--- src/hdl/bpc_pkg.sv ---
// Shared types, constants and helpers for the pressure and temperature compensation block.
package bpc_pkg;

	localparam int unsigned DataW = 32;
	localparam int unsigned RawW = 19;
	localparam int unsigned CntW = 6;

	// Register byte addresses.
	localparam logic [4:0] RegAc1Ac2 = 5'd0;
	localparam logic [4:0] RegAc3Ac4 = 5'd4;
	localparam logic [4:0] RegAc5Ac6 = 5'd8;
	localparam logic [4:0] RegB1B2 = 5'd12;
	localparam logic [4:0] RegMcMd = 5'd16;
	localparam logic [4:0] RegOss = 5'd20;

	// Datapath commands issued by the controller.
	localparam logic [4:0] CmdNone = 5'd0;
	localparam logic [4:0] CmdT1 = 5'd1;
	localparam logic [4:0] CmdT2 = 5'd2;
	localparam logic [4:0] CmdTDivInit = 5'd3;
	localparam logic [4:0] CmdTFin = 5'd4;
	localparam logic [4:0] CmdP1 = 5'd5;
	localparam logic [4:0] CmdP2 = 5'd6;
	localparam logic [4:0] CmdP3 = 5'd7;
	localparam logic [4:0] CmdP4 = 5'd8;
	localparam logic [4:0] CmdP5 = 5'd9;
	localparam logic [4:0] CmdP6 = 5'd10;
	localparam logic [4:0] CmdP7 = 5'd11;
	localparam logic [4:0] CmdPDivInit = 5'd12;
	localparam logic [4:0] CmdPF1 = 5'd13;
	localparam logic [4:0] CmdPF2 = 5'd14;
	localparam logic [4:0] CmdPF3 = 5'd15;
	localparam logic [4:0] CmdPFin = 5'd16;
	localparam logic [4:0] CmdDivStep = 5'd17;
	localparam logic [4:0] CmdZero = 5'd18;

	typedef struct packed {
		logic [4:0] cmd;
	} bpc_cmd_t;

	typedef struct packed {
		logic t_den_zero;
		logic p_den_zero;
	} bpc_stat_t;

	// Arithmetic right shift of a 32-bit word.
	function automatic logic [31:0] asr(input logic [31:0] v, input int unsigned s);
		asr = 32'($signed(v) >>> s);
	endfunction

	function automatic logic [31:0] sx16(input logic [15:0] h);
		sx16 = {{16{h[15]}}, h};
	endfunction

endpackage

--- src/hdl/bpc_ctrl.sv ---
// Controller state machine that sequences the compensation datapath.
module bpc_ctrl import bpc_pkg::*; (
	input logic clk,
	input logic arst_n,
	input logic in_valid,
	input logic in_op,
	output logic in_stall,
	output logic out_valid,
	input logic out_stall,
	input bpc_stat_t stat,
	output bpc_cmd_t cmd,
	output logic load_in
);

	localparam logic [2:0] StIdle = 3'd0;
	localparam logic [2:0] StTemp = 3'd1;
	localparam logic [2:0] StPres = 3'd2;
	localparam logic [2:0] StDiv = 3'd3;
	localparam logic [2:0] StFin = 3'd4;
	localparam logic [2:0] StOut = 3'd5;

	logic [2:0] state_q;
	logic [3:0] step_q;
	logic [CntW-1:0] cnt_q;
	logic op_q;

	assign in_stall = (state_q != StIdle);
	assign load_in = in_valid && (state_q == StIdle);
	assign out_valid = (state_q == StOut);

	// Command decode per state and step.
	always_comb begin
		cmd.cmd = CmdNone;
		unique case (state_q)
			StTemp: begin
				if (step_q == 4'd0) cmd.cmd = CmdT1;
				else if (step_q == 4'd1) cmd.cmd = CmdT2;
				else cmd.cmd = stat.t_den_zero ? CmdZero : CmdTDivInit;
			end
			StPres: begin
				unique case (step_q)
					4'd0: cmd.cmd = CmdP1;
					4'd1: cmd.cmd = CmdP2;
					4'd2: cmd.cmd = CmdP3;
					4'd3: cmd.cmd = CmdP4;
					4'd4: cmd.cmd = CmdP5;
					4'd5: cmd.cmd = CmdP6;
					4'd6: cmd.cmd = CmdP7;
					default: cmd.cmd = stat.p_den_zero ? CmdZero : CmdPDivInit;
				endcase
			end
			StDiv: cmd.cmd = CmdDivStep;
			StFin: begin
				if (!op_q) cmd.cmd = CmdTFin;
				else if (step_q == 4'd0) cmd.cmd = CmdPF1;
				else if (step_q == 4'd1) cmd.cmd = CmdPF2;
				else if (step_q == 4'd2) cmd.cmd = CmdPF3;
				else cmd.cmd = CmdPFin;
			end
			default: cmd.cmd = CmdNone;
		endcase
	end

	// Sequencing of states, steps and the divider count.
	always_ff @(posedge clk or negedge arst_n) begin
		if (!arst_n) begin
			state_q <= StIdle;
			step_q <= '0;
			cnt_q <= '0;
			op_q <= 1'b0;
		end else begin
			unique case (state_q)
				StIdle: begin
					if (in_valid) begin
						op_q <= in_op;
						step_q <= '0;
						state_q <= in_op ? StPres : StTemp;
					end
				end
				StTemp: begin
					if (step_q == 4'd2) begin
						step_q <= '0;
						cnt_q <= '0;
						state_q <= stat.t_den_zero ? StOut : StDiv;
					end else begin
						step_q <= step_q + 4'd1;
					end
				end
				StPres: begin
					if (step_q == 4'd7) begin
						step_q <= '0;
						cnt_q <= '0;
						state_q <= stat.p_den_zero ? StOut : StDiv;
					end else begin
						step_q <= step_q + 4'd1;
					end
				end
				StDiv: begin
					cnt_q <= cnt_q + 1'b1;
					if (cnt_q == CntW'(DataW - 1)) state_q <= StFin;
				end
				StFin: begin
					if (!op_q || step_q == 4'd3) begin
						state_q <= StOut;
					end else begin
						step_q <= step_q + 4'd1;
					end
				end
				StOut: begin
					if (!out_stall) state_q <= StIdle;
				end
				default: state_q <= StIdle;
			endcase
		end
	end

endmodule

--- src/hdl/bpc_datapath.sv ---
// Datapath: calibration arithmetic, shared multiplier and a restoring divider.
module bpc_datapath import bpc_pkg::*; (
	input logic clk,
	input logic arst_n,
	input bpc_cmd_t cmd,
	input logic load_in,
	input logic in_op,
	input logic [RawW-1:0] in_raw,
	input logic [31:0] cal_ac1_ac2,
	input logic [31:0] cal_ac3_ac4,
	input logic [31:0] cal_ac5_ac6,
	input logic [31:0] cal_b1_b2,
	input logic [31:0] cal_mc_md,
	input logic [1:0] oss,
	output bpc_stat_t stat,
	output logic res_kind,
	output logic [31:0] res_value,
	output logic res_status
);

	logic [RawW-1:0] raw_q;
	logic [31:0] b5_q;
	logic [31:0] a_q, b_q, c_q, d_q, e_q;
	logic [31:0] quo_q, rem_q, dvd_q, dvs_q;
	logic neg_q, pshift_q;
	logic [31:0] value_q;
	logic status_q;
	logic kind_q;

	logic [31:0] b6, ac1, ac2, ac3, ac4, b1, b2, mcs, md;
	logic [31:0] m_a, m_b, m_p;
	logic [32:0] rem_sh;
	logic [31:0] dvs_abs, num_abs, x1t, tden;
	logic [31:0] p_fix;

	assign b6 = b5_q - 32'd4000;
	assign ac1 = sx16(cal_ac1_ac2[31:16]);
	assign ac2 = sx16(cal_ac1_ac2[15:0]);
	assign ac3 = sx16(cal_ac3_ac4[31:16]);
	assign ac4 = {16'd0, cal_ac3_ac4[15:0]};
	assign b1 = sx16(cal_b1_b2[31:16]);
	assign b2 = sx16(cal_b1_b2[15:0]);
	assign mcs = sx16(cal_mc_md[31:16]) << 11;
	assign md = sx16(cal_mc_md[15:0]);
	assign x1t = a_q;
	assign tden = x1t + md;

	// Pressure quotient, doubled when the dividend was too large to pre-shift.
	assign p_fix = pshift_q ? (quo_q << 1) : quo_q;

	// One shared 32 by 32 multiplier, low word kept.
	always_comb begin
		m_a = '0;
		m_b = '0;
		case (cmd.cmd)
			CmdT1: begin
				m_a = {13'd0, raw_q} - {16'd0, cal_ac5_ac6[15:0]};
				m_b = {16'd0, cal_ac5_ac6[31:16]};
			end
			CmdP1: begin m_a = b6; m_b = b6; end
			CmdP2: begin m_a = b2; m_b = a_q; end
			CmdP3: begin m_a = ac2; m_b = b6; end
			CmdP4: begin m_a = ac3; m_b = b6; end
			CmdP5: begin m_a = b1; m_b = a_q; end
			CmdP6: begin m_a = ac4; m_b = asr(c_q + d_q + 32'd2, 2) + 32'd32768; end
			CmdP7: begin m_a = {13'd0, raw_q} - e_q; m_b = 32'd50000 >> oss; end
			CmdPF1: begin m_a = 32'd7357; m_b = p_fix; end
			CmdPF2: begin m_a = asr(quo_q, 8); m_b = asr(quo_q, 8); end
			CmdPF3: begin m_a = a_q; m_b = 32'd3038; end
			default: begin m_a = '0; m_b = '0; end
		endcase
		m_p = m_a * m_b;
	end

	assign dvs_abs = dvs_q;
	assign rem_sh = {rem_q, dvd_q[31]};
	assign num_abs = mcs[31] ? (32'd0 - mcs) : mcs;

	assign stat.t_den_zero = (tden == 32'd0);
	assign stat.p_den_zero = (b_q == 32'd0);

	// Step registers of the sequence.
	always_ff @(posedge clk) begin
		if (load_in) begin
			raw_q <= in_raw;
			kind_q <= in_op;
		end
		case (cmd.cmd)
			CmdT1: a_q <= asr(m_p, 15);
			CmdTDivInit: begin
				dvd_q <= num_abs;
				dvs_q <= tden[31] ? (32'd0 - tden) : tden;
				neg_q <= mcs[31] ^ tden[31];
				rem_q <= '0;
				quo_q <= '0;
			end
			CmdP1: a_q <= asr(m_p, 12);
			CmdP2: c_q <= asr(m_p, 11);
			CmdP3: begin
				e_q <= asr((((ac1 << 2) + c_q + asr(m_p, 11)) << oss) + 32'd2, 2);
			end
			CmdP4: c_q <= asr(m_p, 13);
			CmdP5: d_q <= asr(m_p, 16);
			CmdP6: b_q <= m_p >> 15;
			CmdP7: d_q <= m_p;
			CmdPDivInit: begin
				pshift_q <= d_q[31];
				dvd_q <= d_q[31] ? d_q : (d_q << 1);
				dvs_q <= b_q;
				neg_q <= 1'b0;
				rem_q <= '0;
				quo_q <= '0;
			end
			CmdDivStep: begin
				dvd_q <= dvd_q << 1;
				if (rem_sh >= {1'b0, dvs_abs}) begin
					rem_q <= 32'(rem_sh - {1'b0, dvs_abs});
					quo_q <= {quo_q[30:0], 1'b1};
				end else begin
					rem_q <= rem_sh[31:0];
					quo_q <= {quo_q[30:0], 1'b0};
				end
			end
			CmdPF1: begin
				quo_q <= p_fix;
				c_q <= asr(32'd0 - m_p, 16);
			end
			CmdPF2: a_q <= m_p;
			CmdPF3: a_q <= asr(m_p, 16);
			default: ;
		endcase
		if (cmd.cmd == CmdTFin || cmd.cmd == CmdPFin || cmd.cmd == CmdZero) begin
			status_q <= (cmd.cmd == CmdZero);
		end
		if (cmd.cmd == CmdZero) value_q <= '0;
		if (cmd.cmd == CmdTFin) value_q <= asr(x1t + (neg_q ? 32'd0 - quo_q : quo_q) + 32'd8, 4);
		if (cmd.cmd == CmdPFin) value_q <= quo_q + asr(a_q + c_q + 32'd3791, 4);
	end

	// Stored temperature term.
	always_ff @(posedge clk or negedge arst_n) begin
		if (!arst_n) begin
			b5_q <= '0;
		end else if (cmd.cmd == CmdTFin) begin
			b5_q <= x1t + (neg_q ? 32'd0 - quo_q : quo_q);
		end
	end

	assign res_kind = kind_q;
	assign res_value = value_q;
	assign res_status = status_q;

endmodule

--- src/hdl/barometric_pressure_temp_compensation.sv ---
// Top level of the barometric pressure and temperature compensation block.
// Usage:
// The input channel (in_valid, in_stall, op, raw_sample) takes one raw sample per
// transaction; op selects temperature or pressure. The output channel (out_valid,
// out_stall, kind, value, status) returns exactly one result per input transaction.
// Calibration words and the oversampling setting must be written over the APB port
// only while the block is idle; the block itself does not enforce this.
// A result is computed through the shared multiplier steps and the restoring
// divider; when a divisor is zero the divider is skipped.
// One sample is processed at a time, so a new sample is accepted only after the
// previous result has been taken.
// Reset clears the APB registers, the stored temperature term and the controller.
// While the receiver stalls, the result holds and no new sample is accepted.
module barometric_pressure_temp_compensation import bpc_pkg::*; (
	input logic clk,
	input logic arst_n,
	input logic psel,
	input logic penable,
	input logic pwrite,
	input logic [4:0] paddr,
	input logic [31:0] pwdata,
	output logic [31:0] prdata,
	output logic pready,
	input logic in_valid,
	output logic in_stall,
	input logic op,
	input logic [RawW-1:0] raw_sample,
	output logic out_valid,
	input logic out_stall,
	output logic kind,
	output logic signed [31:0] value,
	output logic status
);

	logic [31:0] ac12_q, ac34_q, ac56_q, b12_q, mcmd_q;
	logic [1:0] oss_q;
	bpc_cmd_t cmd;
	bpc_stat_t stat;
	logic load_in;
	logic [31:0] res_value;

	assign pready = 1'b1;

	// Register writes.
	always_ff @(posedge clk or negedge arst_n) begin
		if (!arst_n) begin
			ac12_q <= '0; ac34_q <= '0; ac56_q <= '0;
			b12_q <= '0; mcmd_q <= '0; oss_q <= '0;
		end else if (psel && penable && pwrite) begin
			unique case (paddr)
				RegAc1Ac2: ac12_q <= pwdata;
				RegAc3Ac4: ac34_q <= pwdata;
				RegAc5Ac6: ac56_q <= pwdata;
				RegB1B2: b12_q <= pwdata;
				RegMcMd: mcmd_q <= pwdata;
				RegOss: oss_q <= pwdata[1:0];
				default: ;
			endcase
		end
	end

	// Register reads.
	always_comb begin
		unique case (paddr)
			RegAc1Ac2: prdata = ac12_q;
			RegAc3Ac4: prdata = ac34_q;
			RegAc5Ac6: prdata = ac56_q;
			RegB1B2: prdata = b12_q;
			RegMcMd: prdata = mcmd_q;
			RegOss: prdata = {30'd0, oss_q};
			default: prdata = '0;
		endcase
	end

	bpc_ctrl u_ctrl (
		.clk(clk), .arst_n(arst_n), .in_valid(in_valid), .in_op(op),
		.in_stall(in_stall), .out_valid(out_valid), .out_stall(out_stall),
		.stat(stat), .cmd(cmd), .load_in(load_in)
	);

	bpc_datapath u_dp (
		.clk(clk), .arst_n(arst_n), .cmd(cmd), .load_in(load_in), .in_op(op),
		.in_raw(raw_sample), .cal_ac1_ac2(ac12_q), .cal_ac3_ac4(ac34_q),
		.cal_ac5_ac6(ac56_q), .cal_b1_b2(b12_q), .cal_mc_md(mcmd_q), .oss(oss_q),
		.stat(stat), .res_kind(kind), .res_value(res_value), .res_status(status)
	);

	assign value = $signed(res_value);

endmodule
--- config.mk ---
export PLATFORM = sky130hd
export DESIGN_NAME = barometric_pressure_temp_compensation
export DESIGN_NICKNAME = d
export VERILOG_FILES = /design/src/hdl/bpc_pkg.sv /design/src/hdl/bpc_ctrl.sv /design/src/hdl/bpc_datapath.sv /design/src/hdl/barometric_pressure_temp_compensation.sv
export SDC_FILE = /design/constraint.sdc
export NUM_CORES = 2
export LEC_CHECK = 0
export ABC_AREA = 1
export ABC_CLOCK_PERIOD_IN_PS = 13400
export BUFFER_PORTS_ARGS = -buffer_cell sky130_fd_sc_hd__buf_2
export CORE_UTILIZATION = 59
export DETAILED_ROUTE_END_ITERATION = 10
export GPL_TIMING_DRIVEN = 0
export PLACE_DENSITY = 0.78
export SYNTH_ARGS = -nofsm -noshare
export SYNTH_HDL_FRONTEND = slang
export SYNTH_HIERARCHICAL = 1
export SYNTH_SLANG_ARGS = --single-unit
--- constraint.sdc ---
create_clock -name clk -period 13.4 [get_ports clk]
set_input_delay 1.34 -clock clk [delete_from_list [all_inputs] [get_ports clk]]
set_output_delay 1.34 -clock clk [all_outputs]
set_load 0.02 [all_outputs]
==> metrics.yaml <==
grt:
  grt_max_degree: 120
  grt_pass1_wl_mm: 384
  grtUsageTotal_pct: 50.8
  grt_pass1_vias: 59200
  antenna_found_initial: 17
  overflow: 0
placed_design:
  dpl_cell_area_sq_um: 63500
  place_ws_ns: -5.42
  io_buffer_count: 129
  dpl.hpwl_mm: 212
  gp_congestion: 1.13
  dp.cells: 9820
cells_and_area:
  finalNetCount: 9725
  design_area_sq_um: 71500
  syn2layout_area_growth_pct: 18.0
  num-fill-cells: 8325
  drive_gt1_share_pct: 15.1
  instances_no_fill: 10200
clock_tree:
  cts_buffers: 58
  cts_tree: "done"
  cts_max_level: 2
  postCtsHoldBufs: 0
  clock-sinks: 523
  clock-root-buffer: "clkbuf_16"
  path_clk_slew_ns: 0.07
  clk_latency_ns: 0.69
  clockBufferDepth: 3
sta:
  slew_headroom_pct: 3.33
  finalCritPeriodShare_pct: 119
  postLayoutSetupSlackWorst_ns: -2.50
  tightest_slew_ns: 1.44
  drv_slew: 0
  setup_violations: 76
  fmax_mhz: 62.9
  period_needed_ns: 15.90
  clock_skew_ns: 0.0651
  rsz0062_at_grt: "true"
  hold_violations: 0
detailed_routing:
  post-route-drc-count: 21
  firstDrtPassIters: 11
  wl_mm: 274
  avgRoutedWirePerCell_um: 26.9
  drtAntennaViolNets: 0
  drt_iter0_drc: 9996
  num_vias: 64500
  drt-vias-per-instance: 6.33
logic_synthesis:
  synth_edf_count: 315
  yosys_warnings: 6
  synth.area.top_cells: "edfxtp_1 (16%), fa_1 (14%), nand2_1 (14%)"
  synth-seq-cells: 523
  synth_top_area_cell: "edfxtp_1"
  ys_types: 79
  yosys_most_used_dff: "edfxtp_1"
  syn_nets: 9258
  synth_cells: 8319
  synthesis.area_sq_um: 60600
  yosysSeqAreaShare_pct: 24.2
  ys_async_sr_fraction_pct: 39.8
  yosysTopAreaCellShare_pct: 15.6
  synth.avg_cell_area_sq_um: 7.29
hold_path:
  min_from: "u_ctrl/cnt_q[1]$_DFFE_PN0P_"
  holdPathStages: 2
  worstHoldPathType: "flop to flop"
  min_to: "u_ctrl/cnt_q[1]$_DFFE_PN0P_"
worst_setup_path:
  r2r-end: "u_dp/e_q[22]$_DFFE_PN_"
  crit_family: "simple AND/OR/NAND/NOR gates"
  required_ns: 13.76
  cp_max_fo: 7
  cp-start-kind: "flop"
  cpPeakStageDelay_ns: 0.54
  crit_type: "flop to flop"
  ff2ff_path_depth: 82
  r2r-start: "mcmd_q[2]$_DFFE_PN0P_"
  rrSetupSlack_ns: -2.50
  critPathCaptureType: "flop"
  critPathSlowestCell: "fa_1"
  critPathBufInv: 21
  critPathArrivalTime_ns: 16.26
run_status:
  violations: "DRC, setup timing"
  status: "complete, but fails checks"
floorplanning:
  core_area_sq_um: 102000
  std_cell_rows: 117
  die_area_sq_um: 104000
  io_pins: 133
  fp.dieH_um: 323
  die_w_um: 323
  initial_core_util_pct: 59.5
flow_run:
  cap_violations: 0
placed cells by master (no fill, tap or decap), types with 20 or more instances in the layout:
cell / instances
buf_4: 244
nand3_1: 320
nor3_1: 58
o21ai_4: 20
dfrtp_1: 202
o21bai_1: 24
ha_4: 37
clkbuf_1: 115
or2_2: 22
nand4_1: 180
o211ai_1: 35
buf_6: 44
nand2_2: 81
buf_2: 177
xnor2_1: 83
o31ai_1: 22
nor2_4: 39
o21ai_1: 113
a21oi_1: 352
o221ai_1: 23
o21ai_2: 46
a21o_1: 21
nand2_4: 37
a21oi_2: 29
nor2_2: 46
buf_12: 23
inv_1: 1393
inv_2: 70
edfxtp_1: 315
fa_1: 423
clkbuf_16: 70
a211oi_1: 27
nand3b_1: 25
nor2_1: 553
nand2_1: 2117
o21ai_0: 414
xor2_1: 143
ha_1: 401
nand3_2: 31
cell families (layout without fill, tap and decap cells):
| logic type | count (synthesis) | count (layout) | share of synthesized area, % |
|---|---|---|---|
| compound gates | 1284 | 1284 | 12.1 |
| simple gates | 3603 | 3603 | 25.2 |
| fa+ha+maj | 875 | 875 | 23.4 |
| buf+inv | 1769 | 2283 | 11.2 |
| xor+xnor | 264 | 264 | 3.81 |
| other cells | 1 | 5 | 0.00619 |
| flops | 523 | 523 | 24.2 |
cell type report:
| class | instances | area [sq um] | area share (%) |
|---|---|---|---|
| diodes | 4 | 10.0 | 0.0140 |
| multi-input cells | 6027 | 42400 | 59.2 |
| repair buffers | 412 | 3210 | 4.49 |
| clock inverters | 25 | 260 | 0.364 |
| well taps | 1368 | 1710 | 2.39 |
| flip-flops and latches | 523 | 14700 | 20.5 |
| clock buffers | 82 | 1610 | 2.25 |
| plain buffers | 256 | 1890 | 2.65 |
| inverters | 1508 | 5800 | 8.11 |
worst max-delay path by stage:
stage / start / end / slack, ns / cells after the start
final: mcmd_q[2]$_DFFE_PN0P_ / u_dp/e_q[22]$_DFFE_PN_ / -2.50 / 82
after global routing: mcmd_q[0]$_DFFE_PN0P_ / u_dp/e_q[22]$_DFFE_PN_ / -2.76 / 83
after CTS: mcmd_q[0]$_DFFE_PN0P_ / u_dp/e_q[23]$_DFFE_PN_ / -1.76 / 98
after detailed placement: u_dp/a_q[0]$_DFFE_PP_ / u_dp/e_q[22]$_DFFE_PN_ / -5.42 / 87
after global placement: u_dp/a_q[0]$_DFFE_PP_ / u_dp/e_q[22]$_DFFE_PN_ / -5.16 / 80
after floorplan: u_dp/a_q[0]$_DFFE_PP_ / u_dp/e_q[24]$_DFFE_PN_ / -0.003 / 80
synthesized netlist by cell type (8+ instances only):
cell type,instances
o211ai_1,35
a22o_1,11
nor4_1,23
o21ai_2,18
clkinv_1,14
nor2_2,25
xnor2_1,92
xor2_1,172
buf_4,11
a31oi_1,22
o21ai_1,106
o22ai_1,21
a221oi_1,19
o21ai_0,469
a21o_1,22
nand2_4,8
o2111ai_1,17
buf_2,64
o21bai_1,25
nor2_4,15
nand3_1,357
nor2_1,598
clkbuf_1,158
inv_1,1454
nand3b_1,25
a21oi_1,389
dfrtp_1,208
or2_2,28
o221ai_1,24
a21boi_1,10
o31ai_1,22
nand2_1,2208
buf_1,21
ha_1,440
nand4_1,180
inv_2,37
fa_1,435
edfxtp_1,315
a211oi_1,32
nand2_2,24
nor3_1,74
nand3_2,9
worst min-delay path, cell delays in order, from the launching register on:
cell and delay [ns]:
dfrtp_1 0.37, nand2_1 0.06, nand2_1 0.05
stage by stage:
stage	util, %	hold WS [ns]	setup TNS, ns
floorplan	-	0.424	-0.00960
global placement	62.3	0.482	-346.37
detailed placement	62.4	0.489	-377.35
CTS	68.2	0.503	-39.61
global route	70.2	0.529	-88.78
finish	70.2	0.506	-63.13
what timing repair did:
item | 4_1_cts | 5_1_grt
endpoints found under the setup margin | 132 | 109
resized for setup | 601 | 289
buffers inserted | 168 | 108
cloned | 3 | 1
pin swaps | 189 | 181
metal layers:
| layer | track usage [%] | wire, um | up-vias |
|---|---|---|---|
| met1 | 63.8 | 96100 | 30400 |
| met3 | 18.8 | 42000 | 1454 |
| met5 | 0 | 228 | - |
| li1 | - | - | 27700 |
| met4 | 35.6 | 26300 | 24 |
| met2 | 72.3 | 110000 | 4999 |
Power is left out: the tool's default activity adds up to more than one toggle a clock period on the data nets, which glitch-free logic cannot reach.
